**config.mk**
```make
export PLATFORM = sky130hd
export DESIGN_NAME = linear_frequency_sweep_unit
export DESIGN_NICKNAME = d
export VERILOG_FILES = /design/src/sv/lfs_pkg.sv /design/src/sv/lfs_divider.sv /design/src/sv/linear_frequency_sweep_unit.sv
export VERILOG_INCLUDE_DIRS = /design/src /design/src/sv
export SDC_FILE = /design/constraint.sdc
export NUM_CORES = 2
export LEC_CHECK = 0
export ABC_AREA = 1
export BUFFER_PORTS_ARGS = -buffer_cell sky130_fd_sc_hd__clkbuf_2
export CAP_MARGIN = 20
export CORE_MARGIN = 10
export CORE_UTILIZATION = 35
export CTS_BUF_LIST = sky130_fd_sc_hd__clkbuf_8
export DETAILED_ROUTE_END_ITERATION = 16
export PLACE_DENSITY = 0.58
export SETUP_SLACK_MARGIN = 0.4
export SLEW_MARGIN = 25
export SYNTH_ARGS = -nofsm -noshare
export SYNTH_HDL_FRONTEND = slang
export SYNTH_SLANG_ARGS = --single-unit
export TNS_END_PERCENT = 1
```
**constraint.sdc**
```tcl
create_clock -name clock -period 9.8 [get_ports clock]
set_clock_uncertainty 0.15 [all_clocks]
set_input_delay 2.94 -clock clock [delete_from_list [all_inputs] [get_ports clock]]
set_output_delay 2.94 -clock clock [all_outputs]
set_load 0.02 [all_outputs]
```
**src/sv/linear_frequency_sweep_unit_assert.svh**
```systemverilog
// Assertion macros for the linear frequency sweep unit.
// Included by the top level; no other dependencies.
`ifndef LINEAR_FREQUENCY_SWEEP_UNIT_ASSERT_SVH
`define LINEAR_FREQUENCY_SWEEP_UNIT_ASSERT_SVH

// The consequent must hold in the same cycle as the antecedent.
`define LFS_ASSERT_SAME(label, clk, rst, ante, cons) \
   label: assert property (@(posedge clk) disable iff (rst) (ante) |-> (cons)) \
      else $error("%m: same-cycle check failed");

// The consequent must hold in the cycle after the antecedent.
`define LFS_ASSERT_NEXT(label, clk, rst, ante, cons) \
   label: assert property (@(posedge clk) disable iff (rst) (ante) |=> (cons)) \
      else $error("%m: next-cycle check failed");

`endif

```
**src/sv/lfs_pkg.sv**
```systemverilog
// Shared types and constants for the linear frequency sweep unit.
// No dependencies; used by lfs_divider and linear_frequency_sweep_unit.
package lfs_pkg;

   localparam int FREQ_W    = 29;
   localparam int TIME_W    = 32;
   localparam int PERIOD_W  = 16;
   localparam int ERR_W     = 25;
   localparam int PROD_W    = FREQ_W + PERIOD_W;
   localparam int CNT_W     = 6;
   localparam int CSR_IDX_W = 3;
   localparam int SUM_W     = FREQ_W + 2;

   // Step counts of the shared divider: modulo pass and scaling pass.
   localparam logic [CNT_W-1:0] MOD_STEPS = CNT_W'(TIME_W);
   localparam logic [CNT_W-1:0] DIV_STEPS = CNT_W'(PROD_W);

   localparam logic [TIME_W-1:0] HOLDOFF_MS = 32'd5;

   // Input word kinds.
   localparam logic [1:0] KIND_TICK    = 2'd0;
   localparam logic [1:0] KIND_ENABLE  = 2'd1;
   localparam logic [1:0] KIND_DISABLE = 2'd2;

   // Register indexes.
   localparam logic [CSR_IDX_W-1:0] REG_SWEEP_START = 3'd0;
   localparam logic [CSR_IDX_W-1:0] REG_SWEEP_STOP  = 3'd1;
   localparam logic [CSR_IDX_W-1:0] REG_PERIOD      = 3'd2;
   localparam logic [CSR_IDX_W-1:0] REG_LO_ERROR    = 3'd3;
   localparam logic [CSR_IDX_W-1:0] REG_BAND_MIN    = 3'd4;
   localparam logic [CSR_IDX_W-1:0] REG_BAND_MAX    = 3'd5;

   typedef enum logic [4:0] {
      ST_IDLE = 5'b00001,
      ST_MOD  = 5'b00010,
      ST_MUL  = 5'b00100,
      ST_DIV  = 5'b01000,
      ST_FIN  = 5'b10000
   } state_type;

   // Command from the sequencer to the divider.
   typedef struct packed {
      logic                start;
      logic [CNT_W-1:0]    steps;
      logic [PROD_W-1:0]   dividend;
      logic [PERIOD_W-1:0] divisor;
   } div_cmd_type;

   // Status and results from the divider.
   typedef struct packed {
      logic                busy;
      logic                done;
      logic [PERIOD_W-1:0] rem;
      logic [PROD_W-1:0]   quo;
   } div_stat_type;

endpackage

```
**src/sv/lfs_divider.sv**
```systemverilog
// Restoring divider, one quotient bit per cycle, shared by the modulo and scaling passes.
// Depends on lfs_pkg.
module lfs_divider
   import lfs_pkg::*;
(
   input  logic         clock,
   input  logic         reset,
   input  div_cmd_type  cmd,
   output div_stat_type stat
);

   logic [CNT_W-1:0]    cnt_ff, cnt_in;
   logic                done_ff, done_in;
   logic [PERIOD_W-1:0] rem_ff, rem_in;
   logic [PROD_W-1:0]   quo_ff, quo_in;
   logic [PERIOD_W-1:0] dvs_ff, dvs_in;
   logic [PERIOD_W:0]   shifted;
   logic [PERIOD_W:0]   trial;

   // One trial subtraction on the partial remainder.
   assign shifted = {rem_ff, quo_ff[PROD_W-1]};
   assign trial   = shifted - {1'b0, dvs_ff};

   always_comb begin
      cnt_in  = cnt_ff;
      rem_in  = rem_ff;
      quo_in  = quo_ff;
      dvs_in  = dvs_ff;
      done_in = 1'b0;
      if (cmd.start) begin
         cnt_in = cmd.steps;
         rem_in = '0;
         quo_in = cmd.dividend;
         dvs_in = cmd.divisor;
      end else if (cnt_ff != '0) begin
         cnt_in = cnt_ff - 1'b1;
         if (!trial[PERIOD_W]) begin
            rem_in = trial[PERIOD_W-1:0];
            quo_in = {quo_ff[PROD_W-2:0], 1'b1};
         end else begin
            rem_in = shifted[PERIOD_W-1:0];
            quo_in = {quo_ff[PROD_W-2:0], 1'b0};
         end
         done_in = (cnt_ff == CNT_W'(1));
      end
   end

   always_ff @(posedge clock) begin
      if (reset) begin
         cnt_ff  <= '0;
         done_ff <= 1'b0;
      end else begin
         cnt_ff  <= cnt_in;
         done_ff <= done_in;
      end
      rem_ff <= rem_in;
      quo_ff <= quo_in;
      dvs_ff <= dvs_in;
   end

   assign stat.busy = (cnt_ff != '0);
   assign stat.done = done_ff;
   assign stat.rem  = rem_ff;
   assign stat.quo  = quo_ff;

endmodule

```
**src/sv/linear_frequency_sweep_unit.sv**
```systemverilog
// Linear frequency sweep unit: a repeating sawtooth sweep of an oscillator frequency.
// An enable word goes to the finish state, a disable word is done in the idle state, and a tick word that
// comes while running and is not held off runs a 32-step modulo pass, a multiply state, a 45-step scaling
// divide and a finish state, both divides on the one-bit-per-cycle divider that both passes share.
// Input is not taken while a word is in work; a finished result waits in the output register while the
// next word is accepted, and the finish state stalls only if a new result meets a full register not being read.
// Depends on lfs_pkg, lfs_divider and linear_frequency_sweep_unit_assert.svh.
module linear_frequency_sweep_unit
   import lfs_pkg::*;
#(
   parameter int PERIOD_MIN_MS = 10,
   parameter int PERIOD_MAX_MS = 60000
) (
   input  logic                 clock,
   input  logic                 reset,
   input  logic                 req_valid,
   output logic                 req_ready,
   input  logic [1:0]           req_kind,
   input  logic [TIME_W-1:0]    req_now_ms,
   output logic                 rsp_valid,
   input  logic                 rsp_ready,
   output logic [FREQ_W-1:0]    rsp_lo_freq_hz,
   output logic [FREQ_W-1:0]    rsp_sweep_freq_hz,
   input  logic                 csr_valid,
   output logic                 csr_ready,
   input  logic [CSR_IDX_W-1:0] csr_index,
   input  logic [FREQ_W-1:0]    csr_data
);

   `include "linear_frequency_sweep_unit_assert.svh"

   localparam logic [PERIOD_W-1:0] P_MIN = PERIOD_W'(PERIOD_MIN_MS);
   localparam logic [PERIOD_W-1:0] P_MAX = PERIOD_W'(PERIOD_MAX_MS);

   // Configuration registers.
   logic [FREQ_W-1:0]   first_hz_ff, stop_hz_ff, band_min_ff, band_max_ff;
   logic [PERIOD_W-1:0] period_ff;
   logic [ERR_W-1:0]    lo_err_ff;

   // Sweep state.
   state_type         state_ff, state_in;
   logic              running_ff, running_in;
   logic [TIME_W-1:0] start_time_ff, start_time_in;
   logic [TIME_W-1:0] last_time_ff, last_time_in;
   logic [FREQ_W-1:0] current_ff, current_in;
   logic [FREQ_W-1:0] next_ff, next_in;
   logic              force_ff, force_in;

   // Output register.
   logic              out_valid_ff, out_valid_in;
   logic [FREQ_W-1:0] out_lo_ff, out_lo_in;
   logic [FREQ_W-1:0] out_sweep_ff, out_sweep_in;

   div_cmd_type  div_cmd;
   div_stat_type div_stat;

   logic [FREQ_W-1:0]   a_clamp, b_clamp, range_lo, range_hi, span;
   logic [PERIOD_W-1:0] period_use;
   logic [TIME_W-1:0]   start_eff, last_eff, diff_now;
   logic                held_off, emit, slot_free, accept;
   logic signed [SUM_W-1:0] corr_sum, band_min_s, band_max_s;
   logic [FREQ_W-1:0]   corr_freq;

   // Start and stop frequencies clamped to the band and put in order.
   always_comb begin
      a_clamp = first_hz_ff;
      if (first_hz_ff < band_min_ff) begin
         a_clamp = band_min_ff;
      end else if (first_hz_ff > band_max_ff) begin
         a_clamp = band_max_ff;
      end
      b_clamp = stop_hz_ff;
      if (stop_hz_ff < band_min_ff) begin
         b_clamp = band_min_ff;
      end else if (stop_hz_ff > band_max_ff) begin
         b_clamp = band_max_ff;
      end
      if (a_clamp > b_clamp) begin
         range_lo = b_clamp;
         range_hi = a_clamp;
      end else begin
         range_lo = a_clamp;
         range_hi = b_clamp;
      end
      span = range_hi - range_lo;
   end

   // Period clamped to its bounds.
   always_comb begin
      period_use = period_ff;
      if (period_ff < P_MIN) begin
         period_use = P_MIN;
      end
      if (period_use > P_MAX) begin
         period_use = P_MAX;
      end
   end

   // Start time latch and tick hold-off.
   assign start_eff = (start_time_ff == '0) ? req_now_ms : start_time_ff;
   assign last_eff  = (start_time_ff == '0) ? '0 : last_time_ff;
   assign held_off  = (last_eff != '0) && ((req_now_ms - last_eff) < HOLDOFF_MS);
   assign diff_now  = req_now_ms - start_eff;

   // Error offset added and the sum saturated to the band.
   assign corr_sum   = $signed({2'b00, next_ff}) + SUM_W'($signed(lo_err_ff));
   assign band_min_s = $signed({2'b00, band_min_ff});
   assign band_max_s = $signed({2'b00, band_max_ff});
   always_comb begin
      corr_freq = next_ff + FREQ_W'($signed(lo_err_ff));
      if (corr_sum < band_min_s) begin
         corr_freq = band_min_ff;
      end else if (corr_sum > band_max_s) begin
         corr_freq = band_max_ff;
      end
   end

   assign req_ready = (state_ff == ST_IDLE);
   assign accept    = req_valid && req_ready;
   assign slot_free = !out_valid_ff || rsp_ready;
   assign emit      = force_ff || (next_ff != current_ff);

   // Sequencer.
   always_comb begin
      state_in      = state_ff;
      running_in    = running_ff;
      start_time_in = start_time_ff;
      last_time_in  = last_time_ff;
      current_in    = current_ff;
      next_in       = next_ff;
      force_in      = force_ff;
      out_valid_in  = out_valid_ff && !rsp_ready;
      out_lo_in     = out_lo_ff;
      out_sweep_in  = out_sweep_ff;
      div_cmd.start    = 1'b0;
      div_cmd.steps    = MOD_STEPS;
      div_cmd.dividend = {diff_now, {(PROD_W-TIME_W){1'b0}}};
      div_cmd.divisor  = period_use;
      case (state_ff)
         ST_IDLE: begin
            if (accept) begin
               case (req_kind)
                  KIND_ENABLE: begin
                     running_in    = 1'b1;
                     start_time_in = '0;
                     last_time_in  = '0;
                     next_in       = range_lo;
                     force_in      = 1'b1;
                     state_in      = ST_FIN;
                  end
                  KIND_DISABLE: begin
                     running_in = 1'b0;
                  end
                  KIND_TICK: begin
                     if (running_ff) begin
                        start_time_in = start_eff;
                        last_time_in  = last_eff;
                        if (!held_off) begin
                           last_time_in  = req_now_ms;
                           force_in      = 1'b0;
                           div_cmd.start = 1'b1;
                           state_in      = ST_MOD;
                        end
                     end
                  end
                  default: begin
                  end
               endcase
            end
         end
         ST_MOD: begin
            if (div_stat.done) begin
               state_in = ST_MUL;
            end
         end
         ST_MUL: begin
            // Elapsed time within the period times the span, then divided by the period.
            div_cmd.start    = 1'b1;
            div_cmd.steps    = DIV_STEPS;
            div_cmd.dividend = PROD_W'(div_stat.rem * span);
            state_in         = ST_DIV;
         end
         ST_DIV: begin
            if (div_stat.done) begin
               next_in  = range_lo + div_stat.quo[FREQ_W-1:0];
               state_in = ST_FIN;
            end
         end
         ST_FIN: begin
            if (!emit) begin
               state_in = ST_IDLE;
            end else if (slot_free) begin
               current_in   = next_ff;
               out_valid_in = 1'b1;
               out_lo_in    = corr_freq;
               out_sweep_in = next_ff;
               state_in     = ST_IDLE;
            end
         end
         default: begin
            state_in = ST_IDLE;
         end
      endcase
   end

   always_ff @(posedge clock) begin
      if (reset) begin
         state_ff      <= ST_IDLE;
         running_ff    <= 1'b0;
         start_time_ff <= '0;
         last_time_ff  <= '0;
         current_ff    <= '0;
         force_ff      <= 1'b0;
         out_valid_ff  <= 1'b0;
      end else begin
         state_ff      <= state_in;
         running_ff    <= running_in;
         start_time_ff <= start_time_in;
         last_time_ff  <= last_time_in;
         current_ff    <= current_in;
         force_ff      <= force_in;
         out_valid_ff  <= out_valid_in;
      end
      next_ff      <= next_in;
      out_lo_ff    <= out_lo_in;
      out_sweep_ff <= out_sweep_in;
   end

   // Configuration writes.
   assign csr_ready = 1'b1;
   always_ff @(posedge clock) begin
      if (reset) begin
         first_hz_ff <= FREQ_W'(1000000);
         stop_hz_ff  <= FREQ_W'(10000000);
         period_ff   <= PERIOD_W'(1000);
         lo_err_ff   <= '0;
         band_min_ff <= FREQ_W'(1000000);
         band_max_ff <= FREQ_W'(200000000);
      end else if (csr_valid && csr_ready) begin
         case (csr_index)
            REG_SWEEP_START: first_hz_ff <= csr_data;
            REG_SWEEP_STOP:  stop_hz_ff  <= csr_data;
            REG_PERIOD:      period_ff   <= csr_data[PERIOD_W-1:0];
            REG_LO_ERROR:    lo_err_ff   <= csr_data[ERR_W-1:0];
            REG_BAND_MIN:    band_min_ff <= csr_data;
            REG_BAND_MAX:    band_max_ff <= csr_data;
            default: begin
            end
         endcase
      end
   end

   lfs_divider u_div (
      .clock (clock),
      .reset (reset),
      .cmd   (div_cmd),
      .stat  (div_stat)
   );

   assign rsp_valid         = out_valid_ff;
   assign rsp_lo_freq_hz    = out_lo_ff;
   assign rsp_sweep_freq_hz = out_sweep_ff;

   // A pending result always carries the frequency now held as current.
   `LFS_ASSERT_SAME(a_rsp_matches_current, clock, reset, rsp_valid,
      rsp_sweep_freq_hz == current_ff)
   // The divider is never restarted while it is still iterating.
   `LFS_ASSERT_SAME(a_div_start_idle, clock, reset, div_cmd.start, !div_stat.busy)
   // A divider result only arrives while the sequencer waits for it.
   `LFS_ASSERT_SAME(a_div_done_waited, clock, reset, div_stat.done,
      (state_ff == ST_MOD) || (state_ff == ST_DIV))
   // A tick that starts the modulo pass keeps the divider busy in the next cycle.
   `LFS_ASSERT_NEXT(a_mod_runs, clock, reset, (state_ff == ST_IDLE) && div_cmd.start,
      div_stat.busy && (state_ff == ST_MOD))

endmodule

```
# Word-level counts from Yosys, hierarchy flattened

Cells that the tools add are included.

Bits in registers: 429
Input port bits: 71
Output and inout bits: 61

Add/sub/neg operators: 8
$mul: 1
Order comparisons: 10
Equal/unequal tests: 24
Mux-type cells: 48
Bitwise logic cells: 1
Reduce and logical (&&, ||, !) cells: 29

Operator list:

| kind                                                   | count |
|---|---|
| 2-to-1 mux 29 bit                                      | 11 |
| 2-to-1 mux 32 bit                                      | 5 |
| one-hot mux 32 bit (2 select lines)                    | 2 |
| 2-to-1 mux 45 bit                                      | 2 |
| greater-than comparator 29 bit                         | 3 |
| subtractor 32 bit                                      | 2 |
| adder 29 bit                                           | 2 |
| < comparator 29 bit                                    | 2 |
| one-hot mux 29 bit (2 select lines)                    | 1 |
| 2-to-1 mux 49 bit                                      | 1 |
| multiplier 16 x 29 -> 45 bit                           | 1 |
| 2-to-1 mux 5 bit                                       | 7 |
| logical NOT 32 bit                                     | 1 |
| < comparator 32 x 3 -> 1 bit (second input constant)   | 1 |
| 2-to-1 mux 16 bit                                      | 2 |
| nonzero test 32 bit                                    | 1 |
| adder 30 x 25 -> 31 bit                                | 1 |
| greater-than comparator 31 x 30 -> 1 bit               | 1 |
| < comparator 31 x 30 -> 1 bit                          | 1 |
| != test 29 bit                                         | 1 |
| subtractor 29 bit                                      | 1 |
| one-hot mux 5 bit (5 select lines)                     | 1 |
| subtractor 17 x 16 -> 17 bit                           | 1 |
| greater-than comparator 16 bit (second input constant) | 1 |
| 35 further kinds                                       | 69 |

# Logic depth before layout (Yosys ltp)

Word-level depth: 11
Mapped depth: 69
Gate-level depth less buffers: 67

# Cells and area by module

Synthesis repeated with hierarchy kept, for this count alone.

Cells, all modules: 7048
Area, all modules: 49759.0 um^2

Modules (own cells, without submodules):

| module                      | times used | cells an instance | area each (um^2) | sequential area each (um^2) |
|---|---|---|---|---|
| linear_frequency_sweep_unit | 1          | 6445              | 44910.6          | 7777.5 |
| lfs_divider                 | 1          | 603               | 4848.4           | 2292.2 |

# Worst setup path after synthesis

Ideal clock, no wire load.

Path type: reg2reg
From: register band_min_ff[10]
To: register u_div.quo_ff[40], data pin
Setup time: 0.252 ns
Arrival: 9.427 ns
Data required time: 9.398 ns
Slack: -0.029 ns
Stages on the path, launching flop included: 65
Path buffers: 3
Cells stage by stage: dfxtp_1 -> inv_1 -> ha_1 -> nand2_1 -> inv_1 -> o21ai_0 -> nand2_1 -> nor2_1 -> nand2_1 -> nand2_1 -> nand2_4 -> inv_2 -> buf_6 -> buf_6 -> buf_6 -> nand2_1 -> and2_1 -> ha_1 -> (+29 left out) -> fa_1 -> ha_1 -> a21oi_1 -> inv_1 -> a21oi_1 -> o21ai_0 -> a21o_1 -> a21oi_1 -> o21ai_0 -> nand2_1 -> nand2_1 -> nand3_1 -> nand2_1 -> xor2_1 -> nand2_1 -> nand2_1 -> nand2_1 -> nand2_1

Cells in the longest elaborated chain, start to end: 8
Elaborated cells between the ends (all ways): 11
Those cells by class: add/sub: 1; mul: 1; order compare: 3; mux: 6

Ends and longest elaborated chain:

| element                                | RTL line                                                             | text |
|---|---|---|
| start, declared                        | linear_frequency_sweep_unit.sv:36                                    | `logic [FREQ_W-1:0] first_hz_ff, stop_hz_ff, band_min_ff, band_max_ff;` |
| start signal, assigned                 | linear_frequency_sweep_unit.sv:245                                   | `REG_BAND_MIN: band_min_ff <= csr_data;` |
| < comparator 29 bit (on tied branches) | linear_frequency_sweep_unit.sv:67, linear_frequency_sweep_unit.sv:73 |  |
| 2-to-1 mux 29 bit (on tied branches)   | linear_frequency_sweep_unit.sv:67, linear_frequency_sweep_unit.sv:73 |  |
| greater-than comparator 29 bit         | linear_frequency_sweep_unit.sv:78                                    | `if (a_clamp > b_clamp) begin` |
| 2-to-1 mux 29 bit                      | linear_frequency_sweep_unit.sv:78                                    |  |
| subtractor 29 bit *                    | linear_frequency_sweep_unit.sv:85                                    | `span = range_hi - range_lo;` |
| multiplier 16 x 29 -> 45 bit *         | linear_frequency_sweep_unit.sv:180                                   | `div_cmd.dividend = PROD_W'(div_stat.rem * span);` |
| 2-to-1 mux 49 bit *                    | linear_frequency_sweep_unit.sv:139                                   | `case (state_ff)` |
| 2-to-1 mux 45 bit *                    | lfs_divider.sv:30                                                    | `if (cmd.start) begin` |
| net u_div.quo_in[40]                   | lfs_divider.sv:15                                                    | `logic [PROD_W-1:0] quo_ff, quo_in;` |
| end signal, assigned                   | lfs_divider.sv:57                                                    | `quo_ff <= quo_in;` |
| end, declared                          | lfs_divider.sv:15                                                    |  |

Mark *: on every way through the listed nets, which the timed path passes. The rest lies on a longest branch.
A chain may end at the register's enable or synchronous reset.

# Worst setup path in the final report

From: register band_max_ff[16]
To: register u_div.quo_ff[30], data pin

Cells in the longest elaborated chain, start to end: 9
Elaborated cells between the ends (all ways): 13
Those cells by class: add/sub: 1; mul: 1; order compare: 3; mux: 8

Ends and longest elaborated chain:

| element                                           | RTL line                                                             | text |
|---|---|---|
| start, declared                                   | linear_frequency_sweep_unit.sv:36                                    |  |
| start signal, assigned                            | linear_frequency_sweep_unit.sv:246                                   | `REG_BAND_MAX: band_max_ff <= csr_data;` |
| greater-than comparator 29 bit (on tied branches) | linear_frequency_sweep_unit.sv:69, linear_frequency_sweep_unit.sv:75 |  |
| 2-to-1 mux 29 bit (on tied branches)              | linear_frequency_sweep_unit.sv:69, linear_frequency_sweep_unit.sv:75 |  |
| 2-to-1 mux 29 bit (on tied branches)              | linear_frequency_sweep_unit.sv:67, linear_frequency_sweep_unit.sv:73 |  |
| greater-than comparator 29 bit                    | linear_frequency_sweep_unit.sv:78                                    |  |
| 2-to-1 mux 29 bit                                 | linear_frequency_sweep_unit.sv:78                                    |  |
| subtractor 29 bit *                               | linear_frequency_sweep_unit.sv:85                                    |  |
| multiplier 16 x 29 -> 45 bit *                    | linear_frequency_sweep_unit.sv:180                                   |  |
| 2-to-1 mux 49 bit *                               | linear_frequency_sweep_unit.sv:139                                   |  |
| 2-to-1 mux 45 bit *                               | lfs_divider.sv:30                                                    |  |
| net u_div.quo_in[30]                              | lfs_divider.sv:15                                                    |  |

Marks and branches as above.

==> reports/qor.yml <==
status:
  status: "finished, violations left"
  violations: "setup timing"
cells_and_area:
  fin_util_pct: 43.6
  drive_gt1_share_pct: 19.8
  area_growth_pct: 23.2
  fin_cells: 9570
  num-fill-cells: 14300
  fin_nets: 8533
  design_area_um2: 61000
worst_setup_path:
  slowest_delay_ps: 600
  critPathKind: "reg2reg"
  worstPathRequired_ps: 10190
  crit_fanout: 11
  worstSetupEndpointType: "flip-flop"
  critPathBufInv: 17
  crit_slowest_cell: "fa_1"
  setup.worst_path.start_class: "flip-flop"
  crit_family: "adder cells"
  worst_ep_arrival_time_ps: 11170
  crit_path_frequent_cell: "nand2_1"
synth:
  synth_mux_area_share_pct: 0
  synth_simple_gate_area_share_pct: 25.1
  synth-xor-area-share_pct: 2.30
  synth_top_family_by_area: "adder cells"
  seq_area_frac_synth_pct: 20.3
  ys_ff_latch: 429
  synth-main-ff-cell: "dfxtp_1"
  syn-num-nets: 7811
  async_flop_share_pct: 0
  synth_edf_count: 148
  avgSynthCellArea_um2: 7.18
  synth-compound-area-share_pct: 14.2
  syn_inst: 6900
  synth.distinct_cells: 79
  yosys_warnings: 0
  synth_fa_ha_area_share_pct: 27.0
  netlist_area_um2: 49500
global_route:
  grt_pass1_wl_um: 301000
  grt_antenna_before_repair: 9
  grt_use_total_pct: 24.6
  gr-total-overflow: 0
  first_global_vias: 50000
  grt_max_degree: 83
floorplanning:
  initial_utilization_pct: 35.4
  die_w_um: 396
  core_um2: 140000
  io_pins: 132
  die-area_um2: 157000
  die_h_um: 396
  rows: 137
sta:
  setup_ws_ps: -979
  max_freq_ghz: 0.0928
  timing.final.crit_share_pct: 110
  relSlewSlack_pct: 26.7
  setup_viol_count_final: 33
  worst_pin_slew_ps: 1090
  slew_viol_final: 0
  finalHoldViolCount: 0
  fin_crit_ps: 10780
  rsz0062_at_grt: "yes"
route:
  wl_per_cell_um: 20.6
  drt-initial-drc-count: 4104
  met3_length_um: 14600
  ant_nets: 0
  viasPerCell: 5.19
  highest_layer: "met5"
  first_pass_iters: 6
  route.met2.wl_um: 89800
  vias: 49700
  drc: 0
  wl_met1_um: 82500
  wl_um: 197000
job:
  cap_violations: 0
place:
  place_area_um2: 57400
  dp_hpwl_um: 161000
  port_buffers: 130
  dp.cells: 9369
  gp_congestion: 0.990
cts:
  cts_tree: "done"
  cts.clk_slew.worst_paths_ps: 60
  h-tree-depth: 3
  cts_num_sinks: 429
  ctsHoldBuffers: 0
  cts_buffer_depth: 3
  clock_latency_ps: 800
  cts-root-buf: "clkbuf_8"
  cts_buffers: 83
worst_hold_path:
  min_path_type: "reg2reg"
==> flip-flops by register name (all words and copies together) (netlist names), 29 cells and up <==
name               flops
start_time_ff         32
rsp_lo_freq_hz        29
rsp_sweep_freq_hz     29
next_ff               29
current_ff            29
first_hz_ff           29
band_min_ff           29
u_div.quo_ff          45
band_max_ff           29
stop_hz_ff            29
last_time_ff          32
==> worst reg2reg max path: cells and delay by family, from the launching register on <==
family	cells	cell delay (ps)
adders and majority gates	9	4210
and+or+nand+nor	20	2250
buffers and inverters	17	2000
AOI/OAI and AO/OA	12	1630
DFF	1	310
==> cell usage after synthesis, types with 16 or more instances <==
master	number	share of area [%]
a31oi_1	29	0.37
o21ai_0	399	4.0
nand2_1	1518	12
o21ai_1	42	0.42
nand3_2	32	0.65
xor2_1	75	1.3
o21bai_1	16	0.24
ha_1	459	12
or2_1	16	0.20
fa_1	381	15
nand3_1	508	5.1
a21oi_1	547	5.5
a2bb2oi_1	28	0.50
o211ai_1	64	0.97
nor4_1	19	0.24
clkbuf_1	142	1.1
o21a_1	35	0.53
inv_2	20	0.15
buf_4	17	0.26
nor2_2	16	0.20
nand2_2	33	0.42
buf_2	45	0.45
dfxtp_1	281	11
nand4_1	62	0.78
nor2_1	531	4.0
buf_1	16	0.12
edfxtp_1	148	9.0
xnor2_1	53	0.94
or2_2	20	0.25
and2_1	17	0.21
buf_6	23	0.52
inv_1	1094	8.3
nor3_1	56	0.57
a21o_1	17	0.26
==> layer usage <==
layer  vias up  GRT usage (%)
met5         -              0
met4         6           10.6
met3       462           4.81
met2      1759           40.7
met1     23600           31.1
li1      23900              -
==> placed cells by master (no fill, tap or decap), types with 14 or more instances in the layout <==
cell type / count
a21oi_2: 40
ha_1: 417
nand3_2: 64
o21ai_1: 60
clkbuf_8: 98
nor4_1: 18
a31oi_1: 19
o21ai_0: 363
or2_1: 14
nand3_1: 476
clkinv_1: 22
inv_1: 1084
fa_1: 360
buf_4: 705
a21o_1: 17
xnor2_1: 50
ha_4: 41
or2_2: 20
nand2_2: 86
o21a_1: 35
nor3_1: 43
inv_2: 39
nor2_1: 487
dfxtp_1: 275
nand2_4: 21
xor2_1: 69
o21bai_1: 15
nand4_1: 62
nand2_1: 1449
a21oi_1: 507
nor2_2: 54
edfxtp_1: 148
buf_12: 29
a2bb2oi_1: 28
o211ai_1: 64
fa_2: 21
clkbuf_2: 129
o21ai_2: 24
==> kinds of logic after synthesis <==
| group | count (synthesis) |
|---|---|
| adder cells (fa/ha/maj) | 840 |
| AO/OA/AOI/OAI | 1259 |
| XOR/XNOR | 129 |
| other | 1 |
| AND/OR/NAND/NOR | 2873 |
| buffers and inverters | 1369 |
| flip-flops | 429 |
==> what timing repair did <==
action,CTS,global route
setup endpoints to repair,37,38
pin swaps,146,34
resized for setup,294,96
buffers inserted,35,5
gates cloned,3,1
==> final timing paths <==
check | startpoint | depth (start not counted) | slack, ps | end
max | band_max_ff[16] | 58 | -980 | u_div.quo_ff[30]
min | lo_err_ff[6] | 2 | 300 | lo_err_ff[6]
max reg2reg | band_max_ff[16] | 58 | -980 | u_div.quo_ff[30]
min reg2reg | lo_err_ff[6] | 2 | 300 | lo_err_ff[6]
==> layout make-up <==
type / count / area (µm²) / share of cell area [%]
Antenna cell: 4 / 10.0 / 0.0164
Clock buffer: 98 / 1350 / 2.21
Clock inverter: 55 / 355 / 0.583
Inverter: 1125 / 4260 / 6.99
Multi-Input combinational cell: 5103 / 35800 / 58.7
Sequential cell: 429 / 10100 / 16.5
Tap cell: 1876 / 2350 / 3.85
Timing Repair Buffer: 880 / 6770 / 11.1
==> per-stage QoR <==
step	hold slack [ps]	setup slack, ps	TNS [ps]
floorplan	278	402	0
global placement	292	-1620	-43160
detailed placement	297	-1510	-41150
CTS	307	-797	-21610
global route	321	-1540	-42950
finish	304	-979	-24580
Power is not shown: default switching activity piles up to over one toggle a cycle in this logic, so the estimate is an artifact.
